$ cat config.mk
export PLATFORM = sky130hd
export DESIGN_NAME = smiles_bond_extractor
export DESIGN_NICKNAME = d
export VERILOG_FILES = /design/src/sv/sbe_pkg.sv /design/src/sv/sbe_front.sv /design/src/sv/sbe_queue.sv /design/src/sv/sbe_back.sv /design/src/sv/smiles_bond_extractor.sv
export SDC_FILE = /design/constraint.sdc
export NUM_CORES = 1
export LEC_CHECK = 0
export ABC_AREA = 0
export BUFFER_PORTS_ARGS = -buffer_cell sky130_fd_sc_hd__buf_2
export CAP_MARGIN = 20
export CORE_MARGIN = 1
export CORE_UTILIZATION = 60
export CTS_CLUSTER_SIZE = 24
export DETAILED_ROUTE_END_ITERATION = 12
export MAX_ROUTING_LAYER = met4
export PLACE_DENSITY = 0.77
export SLEW_MARGIN = 20
export SYNTH_ARGS = -nofsm -noshare
export SYNTH_HDL_FRONTEND = slang
export SYNTH_SLANG_ARGS = --single-unit
$ cat constraint.sdc
create_clock -name clk -period 7 [get_ports clk]
set_input_delay 1.4 -clock clk [delete_from_list [all_inputs] [get_ports clk]]
set_output_delay 1.4 -clock clk [all_outputs]
set_load 0.01 [all_outputs]
$ cat src/sv/sbe_pkg.sv
`timescale 1ns / 1ps
// ----------------------------------------------------------------------------
// sbe_pkg
// Shared types and constants of the bond extractor: request and result
// payloads, character classes, queue entry and sizing constants.
// ----------------------------------------------------------------------------
package sbe_pkg;

	// Sizing
	localparam int MAX_ATOMS   = 256;
	localparam int STACK_DEPTH = 16;
	localparam int RING_LABELS = 10;
	localparam int QUEUE_DEPTH = 4;

	localparam int CHAR_W  = 8;
	localparam int IDX_W   = 8;   // emitted atom index width
	localparam int ORDER_W = 2;
	localparam int ATOM_W  = (MAX_ATOMS > 2) ? $clog2(MAX_ATOMS) : 1;
	localparam int CNT_W   = $clog2(MAX_ATOMS + 1);
	localparam int SP_W    = $clog2(STACK_DEPTH + 1);
	localparam int SIDX_W  = (STACK_DEPTH > 2) ? $clog2(STACK_DEPTH) : 1;
	localparam int RING_W  = $clog2(RING_LABELS);
	localparam int QPTR_W  = $clog2(QUEUE_DEPTH);
	localparam int QCNT_W  = $clog2(QUEUE_DEPTH + 1);

	// Characters
	localparam logic [CHAR_W-1:0] CH_DASH   = 8'h2D;  // '-'
	localparam logic [CHAR_W-1:0] CH_EQUAL  = 8'h3D;  // '='
	localparam logic [CHAR_W-1:0] CH_HASH   = 8'h23;  // '#'
	localparam logic [CHAR_W-1:0] CH_OPEN   = 8'h28;  // '('
	localparam logic [CHAR_W-1:0] CH_CLOSE  = 8'h29;  // ')'
	localparam logic [CHAR_W-1:0] CH_ZERO   = 8'h30;  // '0'
	localparam logic [CHAR_W-1:0] CH_NINE   = 8'h39;  // '9'
	localparam logic [CHAR_W-1:0] CH_UPPER_A = 8'h41;
	localparam logic [CHAR_W-1:0] CH_UPPER_Z = 8'h5A;
	localparam logic [CHAR_W-1:0] CH_LOWER_A = 8'h61;
	localparam logic [CHAR_W-1:0] CH_LOWER_Z = 8'h7A;

	// Bond orders
	localparam logic [ORDER_W-1:0] ORDER_SINGLE = 2'd1;
	localparam logic [ORDER_W-1:0] ORDER_DOUBLE = 2'd2;
	localparam logic [ORDER_W-1:0] ORDER_TRIPLE = 2'd3;

	typedef enum logic [2:0] {
		CLS_NONE,
		CLS_ATOM,
		CLS_ORDER,
		CLS_OPEN,
		CLS_CLOSE,
		CLS_RING
	} sbe_cls_t;

	typedef struct packed {
		logic [CHAR_W-1:0] char_code;
		logic              first;
	} sbe_req_t;

	typedef struct packed {
		logic [IDX_W-1:0]   atom_from;
		logic [IDX_W-1:0]   atom_to;
		logic [ORDER_W-1:0] multiplicity;
		logic               overflow;
	} sbe_bond_t;

	// Classified character as it travels from front to back
	typedef struct packed {
		sbe_cls_t           cls;
		logic [ORDER_W-1:0] order;
		logic [RING_W-1:0]  ring;
		logic               first;
	} sbe_entry_t;

endpackage

$ cat src/sv/sbe_front.sv
`timescale 1ns / 1ps
// ----------------------------------------------------------------------------
// sbe_front
// Accepts characters and classifies them into atom, bond order, branch open,
// branch close, ring digit or ignored, ready for the queue.
// ----------------------------------------------------------------------------
module sbe_front (
	input  logic              char_valid,
	output logic              char_stall,
	input  sbe_pkg::sbe_req_t char_data,
	output logic              push,
	output sbe_pkg::sbe_entry_t entry,
	input  logic              full
);
	import sbe_pkg::*;

	logic [CHAR_W-1:0] c;
	logic [CHAR_W-1:0] digit;

	assign c     = char_data.char_code;
	assign digit = c - CH_ZERO;

	assign char_stall = full;
	assign push       = char_valid && !full;

	always_comb begin
		entry.cls   = CLS_NONE;
		entry.order = ORDER_SINGLE;
		entry.ring  = digit[RING_W-1:0];
		entry.first = char_data.first;
		if ((c >= CH_UPPER_A && c <= CH_UPPER_Z) || (c >= CH_LOWER_A && c <= CH_LOWER_Z)) begin
			entry.cls = CLS_ATOM;
		end else if (c == CH_DASH) begin
			entry.cls   = CLS_ORDER;
			entry.order = ORDER_SINGLE;
		end else if (c == CH_EQUAL) begin
			entry.cls   = CLS_ORDER;
			entry.order = ORDER_DOUBLE;
		end else if (c == CH_HASH) begin
			entry.cls   = CLS_ORDER;
			entry.order = ORDER_TRIPLE;
		end else if (c == CH_OPEN) begin
			entry.cls = CLS_OPEN;
		end else if (c == CH_CLOSE) begin
			entry.cls = CLS_CLOSE;
		end else if (c >= CH_ZERO && c <= CH_NINE && digit < CHAR_W'(RING_LABELS)) begin
			entry.cls = CLS_RING;
		end
	end

endmodule

$ cat src/sv/sbe_queue.sv
`timescale 1ns / 1ps
// ----------------------------------------------------------------------------
// sbe_queue
// Short FIFO of classified characters between the front and back parts.
// ----------------------------------------------------------------------------
module sbe_queue (
	input  logic                clk,
	input  logic                arst_n,
	input  logic                push,
	input  sbe_pkg::sbe_entry_t push_entry,
	output logic                full,
	input  logic                pop,
	output sbe_pkg::sbe_entry_t pop_entry,
	output logic                empty
);
	import sbe_pkg::*;

	sbe_entry_t         mem_q [QUEUE_DEPTH];
	logic [QPTR_W-1:0]  wr_ptr_q;
	logic [QPTR_W-1:0]  rd_ptr_q;
	logic [QCNT_W-1:0]  count_q;
	logic               do_push;
	logic               do_pop;

	assign full      = (count_q == QCNT_W'(QUEUE_DEPTH));
	assign empty     = (count_q == '0);
	assign do_push   = push && !full;
	assign do_pop    = pop && !empty;
	assign pop_entry = mem_q[rd_ptr_q];

	always_ff @(posedge clk) begin
		if (do_push) begin
			mem_q[wr_ptr_q] <= push_entry;
		end
	end

	always_ff @(posedge clk or negedge arst_n) begin
		if (!arst_n) begin
			wr_ptr_q <= '0;
			rd_ptr_q <= '0;
			count_q  <= '0;
		end else begin
			if (do_push) begin
				wr_ptr_q <= wr_ptr_q + 1'b1;
			end
			if (do_pop) begin
				rd_ptr_q <= rd_ptr_q + 1'b1;
			end
			if (do_push && !do_pop) begin
				count_q <= count_q + 1'b1;
			end else if (do_pop && !do_push) begin
				count_q <= count_q - 1'b1;
			end
		end
	end

endmodule

$ cat src/sv/sbe_back.sv
`timescale 1ns / 1ps
// ----------------------------------------------------------------------------
// sbe_back
// Parser state: atom counter, pending order, branch stack and ring table.
// Executes one classified character per cycle while the bond output is not stalled, and registers the bond.
// ----------------------------------------------------------------------------
module sbe_back (
	input  logic                clk,
	input  logic                arst_n,
	input  logic                empty,
	input  sbe_pkg::sbe_entry_t entry,
	output logic                pop,
	output logic                bond_valid,
	input  logic                bond_stall,
	output sbe_pkg::sbe_bond_t  bond_data
);
	import sbe_pkg::*;

	// Architectural state
	logic [ATOM_W-1:0]  last_atom_q;
	logic               have_atom_q;
	logic [CNT_W-1:0]   atom_cnt_q;
	logic [ORDER_W-1:0] pend_order_q;
	logic [SP_W-1:0]    sp_q;
	logic [RING_LABELS-1:0] ring_seen_q;
	logic               err_q;
	logic [ATOM_W-1:0]  stack_q [STACK_DEPTH];
	logic [ATOM_W-1:0]  ring_atom_q [RING_LABELS];

	// View after an optional clear by the first flag
	logic [ATOM_W-1:0]  last_eff;
	logic               have_eff;
	logic [CNT_W-1:0]   cnt_eff;
	logic [ORDER_W-1:0] order_eff;
	logic [SP_W-1:0]    sp_eff;
	logic [RING_LABELS-1:0] seen_eff;
	logic               err_eff;

	// Next state
	logic [ATOM_W-1:0]  last_nxt;
	logic               have_nxt;
	logic [CNT_W-1:0]   cnt_nxt;
	logic [ORDER_W-1:0] order_nxt;
	logic [SP_W-1:0]    sp_nxt;
	logic [RING_LABELS-1:0] seen_nxt;
	logic               err_nxt;

	logic               stk_we;
	logic               ring_we;
	logic [SP_W-1:0]    sp_dec;
	logic               emit;
	sbe_bond_t          bond_nxt;
	logic               out_free;
	sbe_bond_t          bond_q;
	logic               bond_valid_q;

	assign out_free = !bond_valid_q || !bond_stall;
	assign pop      = out_free && !empty;
	assign sp_dec   = sp_eff - 1'b1;

	always_comb begin
		last_eff  = entry.first ? '0 : last_atom_q;
		have_eff  = entry.first ? 1'b0 : have_atom_q;
		cnt_eff   = entry.first ? '0 : atom_cnt_q;
		order_eff = entry.first ? ORDER_SINGLE : pend_order_q;
		sp_eff    = entry.first ? '0 : sp_q;
		seen_eff  = entry.first ? '0 : ring_seen_q;
		err_eff   = entry.first ? 1'b0 : err_q;
	end

	always_comb begin
		last_nxt  = last_eff;
		have_nxt  = have_eff;
		cnt_nxt   = cnt_eff;
		order_nxt = order_eff;
		sp_nxt    = sp_eff;
		seen_nxt  = seen_eff;
		err_nxt   = err_eff;
		stk_we    = 1'b0;
		ring_we   = 1'b0;
		emit      = 1'b0;
		bond_nxt.atom_from    = IDX_W'(last_eff);
		bond_nxt.atom_to      = IDX_W'(cnt_eff);
		bond_nxt.multiplicity = order_eff;
		unique case (entry.cls)
			CLS_ATOM: begin
				if (cnt_eff >= CNT_W'(MAX_ATOMS)) begin
					err_nxt = 1'b1;
				end else begin
					emit      = have_eff;
					last_nxt  = cnt_eff[ATOM_W-1:0];
					have_nxt  = 1'b1;
					order_nxt = ORDER_SINGLE;
					cnt_nxt   = cnt_eff + 1'b1;
				end
			end
			CLS_ORDER: begin
				order_nxt = entry.order;
			end
			CLS_OPEN: begin
				if (sp_eff >= SP_W'(STACK_DEPTH)) begin
					err_nxt = 1'b1;
				end else begin
					stk_we = 1'b1;
					sp_nxt = sp_eff + 1'b1;
				end
			end
			CLS_CLOSE: begin
				if (sp_eff == '0) begin
					err_nxt = 1'b1;
				end else begin
					sp_nxt   = sp_dec;
					last_nxt = stack_q[sp_dec[SIDX_W-1:0]];
				end
			end
			CLS_RING: begin
				if (have_eff) begin
					if (!seen_eff[entry.ring]) begin
						ring_we = 1'b1;
						seen_nxt[entry.ring] = 1'b1;
					end else begin
						emit = 1'b1;
						bond_nxt.atom_from    = IDX_W'(ring_atom_q[entry.ring]);
						bond_nxt.atom_to      = IDX_W'(last_eff);
						bond_nxt.multiplicity = ORDER_SINGLE;
					end
				end
			end
			default: begin
			end
		endcase
		bond_nxt.overflow = err_nxt;
	end

	always_ff @(posedge clk) begin
		if (pop && stk_we) begin
			stack_q[sp_eff[SIDX_W-1:0]] <= last_eff;
		end
		if (pop && ring_we) begin
			ring_atom_q[entry.ring] <= last_eff;
		end
		if (pop && emit) begin
			bond_q <= bond_nxt;
		end
	end

	always_ff @(posedge clk or negedge arst_n) begin
		if (!arst_n) begin
			last_atom_q  <= '0;
			have_atom_q  <= 1'b0;
			atom_cnt_q   <= '0;
			pend_order_q <= ORDER_SINGLE;
			sp_q         <= '0;
			ring_seen_q  <= '0;
			err_q        <= 1'b0;
			bond_valid_q <= 1'b0;
		end else begin
			if (pop) begin
				last_atom_q  <= last_nxt;
				have_atom_q  <= have_nxt;
				atom_cnt_q   <= cnt_nxt;
				pend_order_q <= order_nxt;
				sp_q         <= sp_nxt;
				ring_seen_q  <= seen_nxt;
				err_q        <= err_nxt;
			end
			// hold the bond while stalled, else load or drop
			if (out_free) begin
				bond_valid_q <= pop && emit;
			end
		end
	end

	assign bond_valid = bond_valid_q;
	assign bond_data  = bond_q;

endmodule

$ cat src/sv/smiles_bond_extractor.sv
`timescale 1ns / 1ps
// ----------------------------------------------------------------------------
// smiles_bond_extractor
// Streams a SMILES-like string one character per request and emits bond
// edges: atoms, branches, bond orders and ring closures.
// ----------------------------------------------------------------------------
//  channel | handshake              | payload
//  --------+------------------------+-------------------------------------------
//  char    | char_valid, char_stall | char_code, first
//  bond    | bond_valid, bond_stall | atom_from, atom_to, multiplicity, overflow
//
// One character per cycle while bond is not stalled; the back end updates parser
// state once per request and registers the bond, so a character is held in the
// queue and its bond, if any, in the output register.
// A four-entry queue decouples the classifier from the state update.
// Reset clears the queue, the parser state and the output register.
// A stall on bond stops the back end; the queue then fills and char_stall rises.
// ----------------------------------------------------------------------------
module smiles_bond_extractor (
	input  logic               clk,
	input  logic               arst_n,
	input  logic               char_valid,
	output logic               char_stall,
	input  sbe_pkg::sbe_req_t  char_data,
	output logic               bond_valid,
	input  logic               bond_stall,
	output sbe_pkg::sbe_bond_t bond_data
);
	import sbe_pkg::*;

	logic       q_push;
	logic       q_full;
	logic       q_pop;
	logic       q_empty;
	sbe_entry_t q_in;
	sbe_entry_t q_out;

	sbe_front u_front (
		.char_valid (char_valid),
		.char_stall (char_stall),
		.char_data  (char_data),
		.push       (q_push),
		.entry      (q_in),
		.full       (q_full)
	);

	sbe_queue u_queue (
		.clk        (clk),
		.arst_n     (arst_n),
		.push       (q_push),
		.push_entry (q_in),
		.full       (q_full),
		.pop        (q_pop),
		.pop_entry  (q_out),
		.empty      (q_empty)
	);

	sbe_back u_back (
		.clk        (clk),
		.arst_n     (arst_n),
		.empty      (q_empty),
		.entry      (q_out),
		.pop        (q_pop),
		.bond_valid (bond_valid),
		.bond_stall (bond_stall),
		.bond_data  (bond_data)
	);

	a_queue_state: assert property (@(posedge clk) disable iff (!arst_n)
		!(q_full && q_empty))
		else $error("queue reports full and empty together");

	a_pop_nonempty: assert property (@(posedge clk) disable iff (!arst_n)
		q_pop |-> !q_empty)
		else $error("back end popped an empty queue");

	a_bond_order: assert property (@(posedge clk) disable iff (!arst_n)
		bond_valid |-> (bond_data.multiplicity != '0))
		else $error("bond with order zero");

	a_stall_blocks_pop: assert property (@(posedge clk) disable iff (!arst_n)
		(bond_valid && bond_stall) |-> !q_pop)
		else $error("back end advanced while result was stalled");

endmodule
# Word level (Yosys, flattened, before mapping)
# Memory sizes are Yosys's and may differ from the RTL's.
# Cells that the tools add are included.
[totals]
ff_bits = 63
mem_bits_rw = 248
in_bits = 13
memories = 3
[classes]
add_sub_neg = 8
order_cmp = 11
eq_ne = 11
n_mux = 59
n_bitwise = 1
n_reduce_logical = 25
[memory_table]
columns = ["name", "depth", "word_bits", "read_ports", "rd_clocked_by_memory_dff", "write_ports", "line", "text"]
rows = [
  ["u_back.stack_q", 16, 8, 1, 0, 1, "sbe_back.sv:27", "logic [ATOM_W-1:0] stack_q [STACK_DEPTH];"],
  ["u_back.ring_atom_q", 10, 8, 1, 0, 1, "sbe_back.sv:28", "logic [ATOM_W-1:0] ring_atom_q [RING_LABELS];"],
  ["u_queue.mem_q", 4, 10, 1, 0, 1, "sbe_queue.sv:18", "sbe_entry_t mem_q [QUEUE_DEPTH];"],
]
[op_table]
columns = ["op", "n"]
rows = [
  ["2-to-1 mux 18 bit", 3],
  ["equality test 8 x 6 -> 1 bit, second input constant", 5],
  ["2-to-1 mux 10 bit", 4],
  ["2-to-1 mux 9 bit", 3],
  ["2-to-1 mux 5 bit", 5],
  ["2-to-1 mux 8 bit", 3],
  ["2-to-1 mux 1 bit", 23],
  ["2-to-1 mux 3 bit", 7],
  [">= comparator 8 x 7 -> 1 bit, second input constant", 2],
  ["less-or-equal comparator 8 x 7 -> 1 bit, second input constant", 2],
  ["case mux 8 bit (2 select lines)", 1],
  ["logical AND 1 bit", 14],
  ["bitwise OR 10 bit", 1],
  ["case mux 5 bit (2 select lines)", 1],
  ["adder 9 x 1 -> 9 bit, second input constant", 1],
  ["equality test 3 bit, second input constant", 3],
  [">= comparator 9 bit, second input constant", 1],
  [">= comparator 8 x 6 -> 1 bit, second input constant", 1],
  ["less-or-equal comparator 8 x 6 -> 1 bit, second input constant", 1],
  ["less-than comparator 8 x 4 -> 1 bit, second input constant", 1],
  ["2-to-1 mux 2 bit", 4],
  ["subtractor 8 x 6 -> 8 bit, second input constant", 1],
  ["equality test 3 x 2 -> 1 bit, second input constant", 2],
  ["zero test 1 bit", 6],
  ["other kinds (18)", 20],
]

# Longest topological paths before layout
# Gate-level depths: netlist (run 1).
[logic_depth]
ltp_word = 10
ltp_mapped = 12

# Cells and area by module
# Synthesis (run 1) repeated with hierarchy kept, for this count alone.
[unflattened]
hier_cells = 924
hier_area_um2 = 13440.4
[modules_own_cells]
columns = ["mod", "instances", "cells_each", "area_each_um2"]
rows = [
  ["sbe_back", 1, 803, 11359.6],
  ["sbe_queue", 1, 88, 1864.3],
  ["sbe_front", 1, 33, 216.5],
]

# Least setup slack after synthesis (run 1)
# OpenSTA, ideal clock, no wires.
[synth_timing]
path_type = "input to register"
startpoint = "input port bond_stall"
endpoint = "register u_back.bond_q (netlist bit u_back.bond_data[0]), enable pin"
setup_ns = 0.395
arrival_time_ns = 3.120
required_ns = 6.605
path_slack_ns = 3.485
cell_stages = 6
path_cell_list = "nand2_1 > o31a_1 > clkbuf_1 > clkbuf_1 > nand2_1 > nor2_1"
[synth_via]
elab_chain_cells = 4
[synth_rtl]
columns = ["element", "line", "text"]
rows = [
  ["start, declared", "smiles_bond_extractor.sv:26", "input logic bond_stall,"],
  ["zero test 1 bit", "sbe_back.sv:57", "assign out_free = !bond_valid_q || !bond_stall;"],
  ["logical OR 1 bit", "sbe_back.sv:57", ""],
  ["logical AND 1 bit", "sbe_back.sv:58", "assign pop = out_free && !empty;"],
  ["logical AND 1 bit", "sbe_back.sv:142", "if (pop && emit) begin"],
  ["end signal, assigned", "sbe_back.sv:143", "bond_q <= bond_nxt;"],
  ["end, declared", "sbe_back.sv:54", "sbe_bond_t bond_q;"],
]
# Every way passes these cells.
# A chain may end at the register's enable or synchronous reset.

# Final worst setup path (run 1)
[layout_timing]
startpoint = "register u_queue.rd_ptr_q[0]"
endpoint = "register u_back.bond_q (netlist bit u_back.bond_data[5]), enable pin"
[layout_via]
elab_chain_cells = 8
elab_cells_between_ends = 14
classes_between = "1 x order compare; 2 x eq/ne; 9 x mux; 1 x reduce/logical; 1 x memory"
[layout_rtl]
columns = ["element", "line", "text"]
rows = [
  ["start, declared", "sbe_queue.sv:20", "logic [QPTR_W-1:0] rd_ptr_q;"],
  ["start signal, assigned", "sbe_queue.sv:47", "rd_ptr_q <= rd_ptr_q + 1'b1;"],
  ["memory read (4 x 10 bit) (*)", "-", ""],
  ["2-to-1 mux 10 bit", "sbe_back.sv:67", "seen_eff = entry.first ? '0 : ring_seen_q;"],
  ["binary-select mux 1 bit (select 4 bit)", "sbe_back.sv:118", "if (!seen_eff[entry.ring]) begin"],
  ["2-to-1 mux 1 bit (implied by the code)", "sbe_back.sv:118", ""],
  ["2-to-1 mux 1 bit", "sbe_back.sv:118", ""],
  ["2-to-1 mux 1 bit", "sbe_back.sv:117", "if (have_eff) begin"],
  ["case mux 1 bit (2 select lines) (*)", "sbe_back.sv:85", "unique case (entry.cls)"],
  ["logical AND 1 bit (*)", "sbe_back.sv:142", ""],
]
# Mark *: on every way between the ends. The rest lies on a longest branch, timed or not. The select of a mux whose other input is x is not followed.

==> results of run 1 <==
[final cells by class]
cell class / instances / area (µm²)
clock buffers: 38 / 802
clock inverters: 18 / 191
fillers: 1371 / 6710
inverters: 13 / 50.0
multi-input cells: 413 / 3790
flip-flops and latches: 311 / 9120
well taps: 275 / 344
repair buffers: 39 / 213
[sequential cells by signal, indices dropped and copies added, names as in the netlist]
name and count:
u_queue.mem_q 40, u_queue.count_q 3, u_queue.wr_ptr_q 2, u_back.sp_q 5
u_back.bond_valid 1, u_back.stack_q 128, u_back.ring_seen_q 10, u_queue.rd_ptr_q 2
u_back.bond_data 19, u_back.have_atom_q 1, u_back.last_atom_q 8, u_back.pend_order_q 2
u_back.err_q 1, u_back.ring_atom_q 80, u_back.atom_cnt_q 9
[worst max-delay path, stage by stage, from the launching register on]
cell	delay, ns
dfrtp_1	0.77
mux4_1	0.85
nor2_1	0.85
nand2_2	0.21
a31oi_4	0.72
a31oi_1	0.15
nor2_2	0.81
[logic make-up after synthesis]
family | count (synthesis) | synth area share (%)
simple gates | 187 | 7.44
mux | 89 | 12.7
xor+xnor | 12 | 0.804
flops | 311 | 69.8
fa+ha+maj | 11 | 1.11
buf+inv | 52 | 1.89
compound gates | 114 | 6.26
[worst paths after layout]
check / slack (ns) / to / start
setup reg to reg: 2.22 / u_back.bond_data[5] / u_queue.rd_ptr_q[0]
min in group asynchronous: 0.87 / u_back.ring_seen_q[7] / arst_n
hold reg to reg: 0.49 / u_back.ring_seen_q[1] / u_back.ring_seen_q[1]
hold / removal: 0.49 / u_back.ring_seen_q[1] / u_back.ring_seen_q[1]
max in group asynchronous: 5.68 / u_back.last_atom_q[1] / arst_n
setup / recovery: 2.22 / u_back.bond_data[5] / u_queue.rd_ptr_q[0]
[through the flow]
| stage | cells | setup slack [ns] | hold WS, ns | util (%) | power (mW) |
|---|---|---|---|---|---|
| 3_3_place_gp | 1051 | 2.53 | 0.467 | 63.5 | 3.95 |
| 3_5_place_dp | 1051 | 2.32 | 0.471 | 63.5 | 4.03 |
| 4_1_cts | 1107 | 2.26 | 0.487 | 68.2 | 5.63 |
| 6_report | 1107 | 2.22 | 0.489 | 68.4 | 5.64 |
| 2_1_floorplan | 776 | 3.49 | 0.444 | - | 3.58 |
| 5_1_grt | 1107 | 1.87 | 0.500 | 68.4 | 5.85 |
[power by group]
| part | total, mW | switching (mW) | internal (mW) |
|---|---|---|---|
| registers | 2.33 | 0.106 | 2.22 |
| clock network | 1.61 | 0.657 | 0.955 |
| logic | 1.70 | 1.05 | 0.644 |
| total | 5.64 | 1.82 | 3.82 |
[metal layers]
metal  global-route usage (%)  wire, µm  up-vias
li1                         -         -     3143
met1                     33.8     10700     3621
met2                     42.9     14000      315
met3                     3.87      1820       61
met4                     7.50       843        0
met5                        -         0        -
[cells in the final DEF (no fill, tap or decap), drive strengths merged, types with 2 or more instances in the layout]
cell / n
edfxtp: 267
mux4: 60
nand2: 54
nor2: 45
dfrtp: 43
buf: 39
clkbuf: 38
o21ai: 30
mux2i: 22
and2: 14
nand2b: 13
o211ai: 13
inv: 12
a21o: 12
a31oi: 12
nand3: 12
clkinv: 12
a22oi: 10
ha: 10
nor3: 9
a21oi: 9
nor4b: 9
mux2: 7
xnor2: 6
xor2: 6
nor2b: 5
o22a: 5
a22o: 4
bufinv: 4
nor3b: 4
nand4: 3
nand3b: 3
nor4: 3
and4: 3
o2111ai: 3
clkinvlp: 3
or2: 3
o22ai: 2
o31ai: 2
or4: 2
==> out/qor.yml, run 1 <==
status:
  status: "completed"
logic_synthesis:
  syn_nets: 800
  yosys-top-cells-count: "edfxtp_1 (267), mux4_2 (56), nand2_1 (53)"
  synth_area_um2: 13100
  synthCells: 776
  yosysWarnings: 0
  synth-main-ff-cell: "edfxtp_1"
  yosys.area.top_type_share_pct: 61.3
  ys_types: 71
  ys_seq_elements: 311
  synth_edf_count: 267
  ys_seq_area_share_pct: 69.8
  yosys-top-cells-area: "edfxtp_1 (61%), mux4_2 (9.6%), dfrtp_1 (8.2%), mux2i_1 (1.7%), nand2_1 (1.5%)"
  synth.most_common_cell: "edfxtp_1"
  yosysTopAreaCell: "edfxtp_1"
  synthArstFlopShare_pct: 14.1
  syn_avg_cell_area_um2: 16.8
timing:
  tns_ns: 0
  maxSlewViolCount: 0
  fmax_ghz: 0.209
  period_share_pct: 68.3
  tightest_slew_ns: 1.14
  finalSetupViolCount: 0
  fin_skew_ns: 0.0152
  finalHoldViolations: 0
  rsz0062_at_grt: "false"
  min_period_ns: 4.78
  slew_headroom_pct: 24.0
cts:
  ctsHoldBuffers: 0
  cts_tree: "done"
  clock_sinks: 311
  clk_path_buf_depth: 3
  post_cts_resized: 0
  root_buffer: "clkbuf_16"
  clk_pin_slew_ns: 0.06
  h-tree-depth: 1
  post_cts_buffers: 0
  worstSkewPairLatency_ns: 0.55
  cts-buffers-inserted: 30
worst_setup_path:
  setup.worst_path.class: "flop to flop"
  worstRegToRegCells: 6
  crit_fanout: 34
  required_ns: 7.17
  start_kind: "flop"
  end_kind: "flop"
  worstPathArrival_ns: 4.95
die:
  die_h_um: 150
  num_rows: 53
  die_w_um: 150
  top_level_ports: 34
  start_util_pct: 61.6
  core-area_um2: 21200
  die_area_um2: 22400
global_routing:
  grt_remaining_overflow: 0
  grt_pass1_wl_um: 41600
  grt_pass1_vias: 7290
  track_usage_pct: 26.0
  antenna_found_initial: 0
  grt_max_degree: 45
routing:
  routed_via_density: 6.45
  drc: 0
  vias: 7140
  antenna_left: 0
  drt-total-wl_um: 27400
  drtIter0Drc: 697
  firstDrtPassIters: 5
  drt-wirelength-per-cell_um: 24.7
power:
  power_density_nw_per_um2: 388
  max-vdd-ir-drop_v: 0.000285
  p_leak_nw: 5.07
final_layout:
  final_nets: 832
  diodes: 0
  area_growth_pct: 11.0
  finalInstanceArea_um2: 14500
  drive_above_1_share_pct: 20.7
placed_design:
  dpl-instance-area_um2: 13500
  io_buffers: 33
  place.gp.congestion: 0.969
  dp_hpwl_um: 17300
job:
  cap_violations: 0
worst_hold_path:
  holdPathStages: 1
  hold_path_class: "flop to flop"
No activity file was read; power rests on OpenSTA's default activity.
==> inputs of run 2 (changes only) <==
- CORE_UTILIZATION: 60 -> 56
- PLACE_DENSITY: 0.77 -> 0.76
- clock period: 7 -> 3.9 ns (I/O delays scaled with it)
==> run 2 against run 1 <==
Effect of this change: power up 80%; design area grew 2.1%; non-clock buffer count up 42; combinational power increased by 89%; largest power group unchanged; sequential power is 77% higher; die area is 7.0% higher; first-iteration DRC count is 39% higher; sequential cell count unchanged; count of clock-buffer cells in the layout did not move.
==> out/qor.yml, run 2 (synthesis results as in run 1) <==
routing:
  drt-total-wl_um: 28000  # +2.2%
  antenna_left: 0  # unchanged
  vias: 7315  # +2.5%
  routed_via_density: 6.16  # -4.5%
  drt-wirelength-per-cell_um: 23.6  # -4.7%
  drc: 0  # unchanged
  drtIter0Drc: 972  # +39%
  firstDrtPassIters: 5  # unchanged
final_layout:
  final_core_util_pct: 65.0  # -3.3 points
  layout.cells.most_common_list: "edfxtp_1 (267), mux4_2 (56), nand2_1 (53)"
  final_common_cell: "edfxtp_1"
  fillers: 1553  # +13%
  instances_no_fill: 1187  # +7.2%
  largest_reg_flops: 128  # unchanged
  diodes: 0  # unchanged
  finalInstanceArea_um2: 14800  # +2.1%
  area_growth_pct: 13.3
  drive_above_1_share_pct: 23.5  # +2.8 points
  final_nets: 875  # +5.2%
worst_setup_path:
  crit_fanout: 10  # -71%
  setup.worst_path.class: "flop to flop"
  rr_endpoint: "u_back.stack_q[4][2]"
  required_ns: 4.09  # -3.08 ns
  r2r_start: "u_queue.rd_ptr_q[0]"
  regToRegSetupSlack_ns: 0.44  # -1.78 ns
  end_kind: "flop"
  worstRegToRegCells: 7  # +1
  start_kind: "flop"
  worstPathArrival_ns: 3.66  # -1.29 ns
power:
  p_leak_nw: 5.26  # +3.8%
  p_comb_share_pct: 31.6  # +1.5 points
  switching_share_pct: 32.5  # +0.28 points
  internal-power_mw: 6.86  # +79%
  power_frac_clock_pct: 27.7  # -0.9 points
  max-vdd-ir-drop_v: 0.000471  # +65%
  totalPowerFinal_mw: 10.2  # +80%
  p_switching_mw: 3.30  # +82%
  power_frac_seq_pct: 40.6  # -0.7 points
  power_density_nw_per_um2: 686  # +76%
job:
  cap_violations: 0  # unchanged
global_routing:
  grt_pass1_vias: 7450  # +2.2%
  grt_max_degree: 45  # unchanged
  track_usage_pct: 24.9  # -1.1 points
  grt_pass1_wl_um: 43000  # +3.4%
  antenna_found_initial: 0  # unchanged
  grt_remaining_overflow: 0  # unchanged
placed_design:
  dp_cells: 1131  # +7.6%
  dp_hpwl_um: 18000  # +4.3%
  io_buffers: 33  # unchanged
  dpl-instance-area_um2: 13800  # +2.8%
  place_worst_setup_slack_ns: 0.461  # -1.86 ns
  place.gp.congestion: 0.894  # -7.7%
die:
  core-area_um2: 22800  # +7.3%
  die_w_um: 155  # +3.5%
  die_area_um2: 24000  # +7.0%
  num_rows: 55  # +3.8%
  start_util_pct: 57.4  # -4.2 points
  top_level_ports: 34  # unchanged
  die_h_um: 155  # +3.5%
status:
  status: "completed"
timing:
  period_share_pct: 88.8  # +20 points
  whs_ns: 0.220  # -0.268 ns
  tns_ns: 0  # unchanged
  maxSlewViolCount: 0  # unchanged
  finalSetupViolCount: 0  # unchanged
  fmax_ghz: 0.289  # +38%
  tightest_slew_ns: 0.949  # -0.191 ns
  slew_headroom_pct: 36.8  # +13 points
  finalHoldViolations: 0  # unchanged
  rsz0062_at_grt: "false"
  setup_ws_ns: 0.438  # -1.78 ns
  min_period_ns: 3.46  # -1.32 ns
  fin_skew_ns: 0.0180  # +0.00279 ns
cts:
  clk_pin_slew_ns: 0.06  # about the same
  post_cts_resized: 0  # unchanged
  cts-buffers-inserted: 31  # +3.3%
  root_buffer: "clkbuf_16"
  h-tree-depth: 1  # unchanged
  ctsHoldBuffers: 0  # unchanged
  clock_sinks: 311  # unchanged
  cts_tree: "done"
  clk_path_buf_depth: 3  # unchanged
  post_cts_buffers: 0  # unchanged
  worstSkewPairLatency_ns: 0.58  # +0.03 ns
worst_hold_path:
  hold_path_class: "primary input to async pin"
-- run 2: cell count changes in the layout (fill, tap and decap cells not counted), moves of 3 or more --
cell and change:
and2_1 +6, and2_2 -6, buf_4 +41, clkinv_2 -3
nor4b_4 -3
-- run 2: worst max-delay path, stage by stage, from the launching register on --
cell and delay (ns):
dfrtp_1 0.44, buf_4 0.26, mux4_2 0.63, nand3b_1 0.32, a21oi_1 0.35, and2_1 0.28, nand2_1 0.17, nor2_1 0.65
-- run 2: layer usage --
layer	GRT usage (%)	share of wire (%)	up-vias
met1	32.6	39	3708
met4	7.50	2.4	0
met2	40.9	51	338
li1	-	-	3216
met5	-	0	-
met3	3.59	6.9	53
-- run 2: power by group through the flow --
stage / Clock, mW / Combinational, mW / Sequential (mW)
after detailed placement: 0 / 3.18 / 4.19
after CTS: 2.85 / 3.21 / 4.12
after floorplan: 0 / 2.28 / 4.14
final: 2.82 / 3.21 / 4.13
after global routing: 2.96 / 3.45 / 4.14
after global placement: 0 / 3.07 / 4.17
-- run 2: how the worst max path moves through the flow --
stage | from | endpoint | slack (ns) | cells past startpoint
after global routing | u_queue.rd_ptr_q[0] | u_back.stack_q[4][1] | 0.19 | 7
after CTS | u_queue.rd_ptr_q[0] | u_back.stack_q[4][1] | 0.44 | 7
after floorplan | u_queue.rd_ptr_q[0] | u_back.bond_data[0] | 0.55 | 8
final | u_queue.rd_ptr_q[0] | u_back.stack_q[4][2] | 0.44 | 7
after detailed placement | u_queue.rd_ptr_q[0] | u_back.stack_q[0][5] | 0.46 | 7
after global placement | u_queue.rd_ptr_q[0] | u_back.stack_q[0][6] | 0.64 | 7
-- run 2: area by class of cell --
cell class              count  area [µm²]  area share, %
flip-flops and latches    311        9120           61.6
inverters                  13        50.0          0.338
repair buffers             81         541           3.65
multi-input cells         413        3750           25.3
clock buffers              38         802           5.41
well taps                 313         392           2.64
clock inverters            18         161           1.09
==> inputs of run 3 (changes only) <==
- CELL_PAD_IN_SITES_DETAIL_PLACEMENT: not set -> 0
- CELL_PAD_IN_SITES_GLOBAL_PLACEMENT: not set -> 1
- CORE_UTILIZATION: 56 -> 57
- PLACE_DENSITY: 0.76 -> not set
- PLACE_DENSITY_LB_ADDON: not set -> 0.1
- SYNTH_HIERARCHICAL: not set -> 1
- clock period: 3.9 -> 4.05 ns (I/O delays scaled with it)
==> run 3 against run 2 <==
Effect of this change: first-iteration DRC count down 29%; sequential power down 3%; largest cell class unchanged; largest power group unchanged; count of clock-buffer cells in the layout up 7.
==> out/qor.yml, run 3 <==
global_routing:
  grt_pass1_vias: 8058  # +8.2%
  antenna_found_initial: 0  # unchanged
  grt_pass1_wl_um: 48000  # +12%
  track_usage_pct: 27.6  # +2.7 points
  grt_remaining_overflow: 0  # unchanged
  grt_max_degree: 33  # -27%
routing:
  drt-wirelength-per-cell_um: 23.7  # +0.78%
  antenna_left: 0  # unchanged
  drt-total-wl_um: 31200  # +12%
  firstDrtPassIters: 8  # +3
  vias: 8140  # +11%
  routed_via_density: 6.19  # +0.45%
  drc: 0  # unchanged
  drtIter0Drc: 694  # -29%
logic_synthesis:
  synth_edf_count: 267  # unchanged
  yosysTopAreaCell: "edfxtp_1"
  synth-main-ff-cell: "edfxtp_1"
  yosysWarnings: 6  # +6
  synthCells: 924  # +19%
  ys_types: 80  # +13%
  syn_avg_cell_area_um2: 14.5  # -14%
  yosys-top-cells-area: "edfxtp_1 (60%), dfrtp_1 (8.0%), mux4_2 (4.5%), mux2_2 (2.6%), o21ai_0 (1.8%)"
  synthArstFlopShare_pct: 14.1  # unchanged
  synth_area_um2: 13400  # +2.8%
  ys_seq_elements: 311  # unchanged
  ys_seq_area_share_pct: 67.9  # -1.9 points
  yosys-top-cells-count: "edfxtp_1 (267), nor2_1 (61), nand2_1 (59)"
  yosys.area.top_type_share_pct: 59.7  # -1.7 points
  synth.most_common_cell: "edfxtp_1"
  syn_nets: 946  # +18%
power:
  switching_share_pct: 33.4  # +0.95 points
  p_comb_share_pct: 31.5  # about the same
  power_frac_seq_pct: 39.7  # -0.9 points
  power_frac_clock_pct: 28.8  # +1.1 points
  power_density_nw_per_um2: 668  # -2.5%
  internal-power_mw: 6.72  # -1.9%
  p_switching_mw: 3.38  # +2.4%
  p_leak_nw: 5.42  # +3.0%
  max-vdd-ir-drop_v: 0.000418  # -11%
die:
  core-area_um2: 22800  # +0.30%
  start_util_pct: 58.8  # +1.4 points
  top_level_ports: 34  # unchanged
  die_w_um: 156  # +0.49%
  die_area_um2: 24200  # +0.98%
  die_h_um: 156  # +0.49%
  num_rows: 55  # unchanged
timing:
  slew_headroom_pct: 26.7  # -10 points
  tightest_slew_ns: 1.10  # +0.151 ns
  rsz0062_at_grt: "false"
  fmax_ghz: 0.290  # +0.52%
  finalHoldViolations: 0  # unchanged
  min_period_ns: 3.44  # -0.0179 ns
  finalSetupViolCount: 0  # unchanged
  period_share_pct: 85.0  # -3.7 points
  tns_ns: 0  # unchanged
  whs_ns: 0.182  # -0.0386 ns
  fin_skew_ns: 0.0101  # -0.00797 ns
  maxSlewViolCount: 0  # unchanged
placed_design:
  place.gp.congestion: 0.883  # -1.2%
  dp_cells: 1259  # +11%
  dp_hpwl_um: 20600  # +14%
  io_buffers: 33  # unchanged
  dpl-instance-area_um2: 14100  # +1.6%
worst_setup_path:
  worstRegToRegCells: 7  # unchanged
  regToRegSetupSlack_ns: 0.61  # +0.17 ns
  slowest_delay_ns: 0.67  # +0.02 ns
  end_kind: "flop"
  r2r_start: "u_queue/rd_ptr_q[1]"
  rr_endpoint: "u_back/ring_atom_q[0][3]"
  path_cells: "mux4_2, buf_4, nand2_1, o221ai_1, o21ai_1, nor4_2, nor3b_2"
  setup.worst_path.class: "flop to flop"
  crit_buf_inv: 1  # unchanged
  worstPathArrival_ns: 3.62  # -0.04 ns
  required_ns: 4.23  # +0.14 ns
  critPathSlowestCell: "nor3b_2"
  start_kind: "flop"
  path_delay_family: "simple AND/OR/NAND/NOR gates"
  crit_fanout: 27  # +17
cts:
  h-tree-depth: 1  # unchanged
  post_cts_buffers: 0  # unchanged
  worstSkewPairLatency_ns: 0.55  # -0.03 ns
  clk_pin_slew_ns: 0.06  # about the same
  clock_sinks: 311  # unchanged
  post_cts_resized: 0  # unchanged
  ctsHoldBuffers: 0  # unchanged
  cts_tree: "done"
  cts-buffers-inserted: 30  # -3.2%
  root_buffer: "clkbuf_16"
  clk_path_buf_depth: 3  # unchanged
worst_hold_path:
  hold_path_class: "primary input to async pin"
job:
  cap_violations: 0  # unchanged
final_layout:
  area_growth_pct: 12.5
  layout.cells.most_common_list: "edfxtp_1 (267), nand2_1 (59), nor2_1 (58)"
  diodes: 0  # unchanged
  drive_above_1_share_pct: 21.7  # -1.8 points
  final_nets: 1000  # +14%
  final_common_cell: "edfxtp_1"
  instances_no_fill: 1315  # +11%
  largest_reg_flops: 128  # unchanged
  fillers: 1657  # +6.7%
  finalInstanceArea_um2: 15100  # +2.1%
  final_core_util_pct: 66.2  # +1.1 points
status:
  status: "completed"
## run 3: per-layer routing
metal | GRT usage (%) | up-vias | wire length [µm]
met3 | 3.39 | 68 | 1820
met2 | 44.3 | 305 | 15300
met4 | 9.15 | 0 | 1060
met5 | - | - | 0
li1 | - | 3661 | -
met1 | 37.0 | 4106 | 13000
## run 3: logic make-up after synthesis
group	count (synthesis)	synth area share (%)
buffers and inverters	83	3.08
XOR/XNOR	12	0.782
flip-flops	311	67.9
AND/OR/NAND/NOR	240	9.40
adder cells (fa/ha/maj)	9	0.894
AO/OA/AOI/OAI	196	9.71
multiplexers	73	8.28
## run 3: area by class of cell
class                           instances  area, µm²  share of cell area (%)
Timing Repair Buffer                   85        556                    3.67
Tap cell                              313        392                    2.59
Clock buffer                           45        858                    5.68
Sequential cell                       311       9120                    60.3
Multi-Input combinational cell        530       3930                    26.0
Inverter                               20       75.1                   0.497
Clock inverter                         11        185                    1.22
## run 3: per-stage QoR
step	power, mW	worst slack [ns]
2_1_floorplan	6.30	0.620
3_3_place_gp	7.16	0.746
3_5_place_dp	7.23	0.649
4_1_cts	10.1	0.609
5_1_grt	10.5	0.366
6_report	10.1	0.606
## run 3: how the worst max path moves through the flow
stage                                     endpoint                 from  cells past startpoint
after detailed placement  u_back/ring_atom_q[0][3]  u_queue/rd_ptr_q[1]                      7
after global placement    u_back/ring_atom_q[0][6]  u_queue/rd_ptr_q[0]                      7
final                     u_back/ring_atom_q[0][3]  u_queue/rd_ptr_q[1]                      7
after global routing      u_back/ring_atom_q[0][1]  u_queue/rd_ptr_q[1]                      7
after floorplan                u_back/bond_data[0]  u_queue/rd_ptr_q[0]                      7
after CTS                 u_back/ring_atom_q[0][3]  u_queue/rd_ptr_q[1]                      7
## run 3: power groups by stage
stage	combinational (mW)	sequential (mW)	clock, mW
floorplan	2.37	3.93	0
global route	3.41	4.04	3.06
CTS	3.17	4.01	2.95
detailed placement	3.16	4.08	0
finish	3.18	4.01	2.91
global placement	3.10	4.06	0
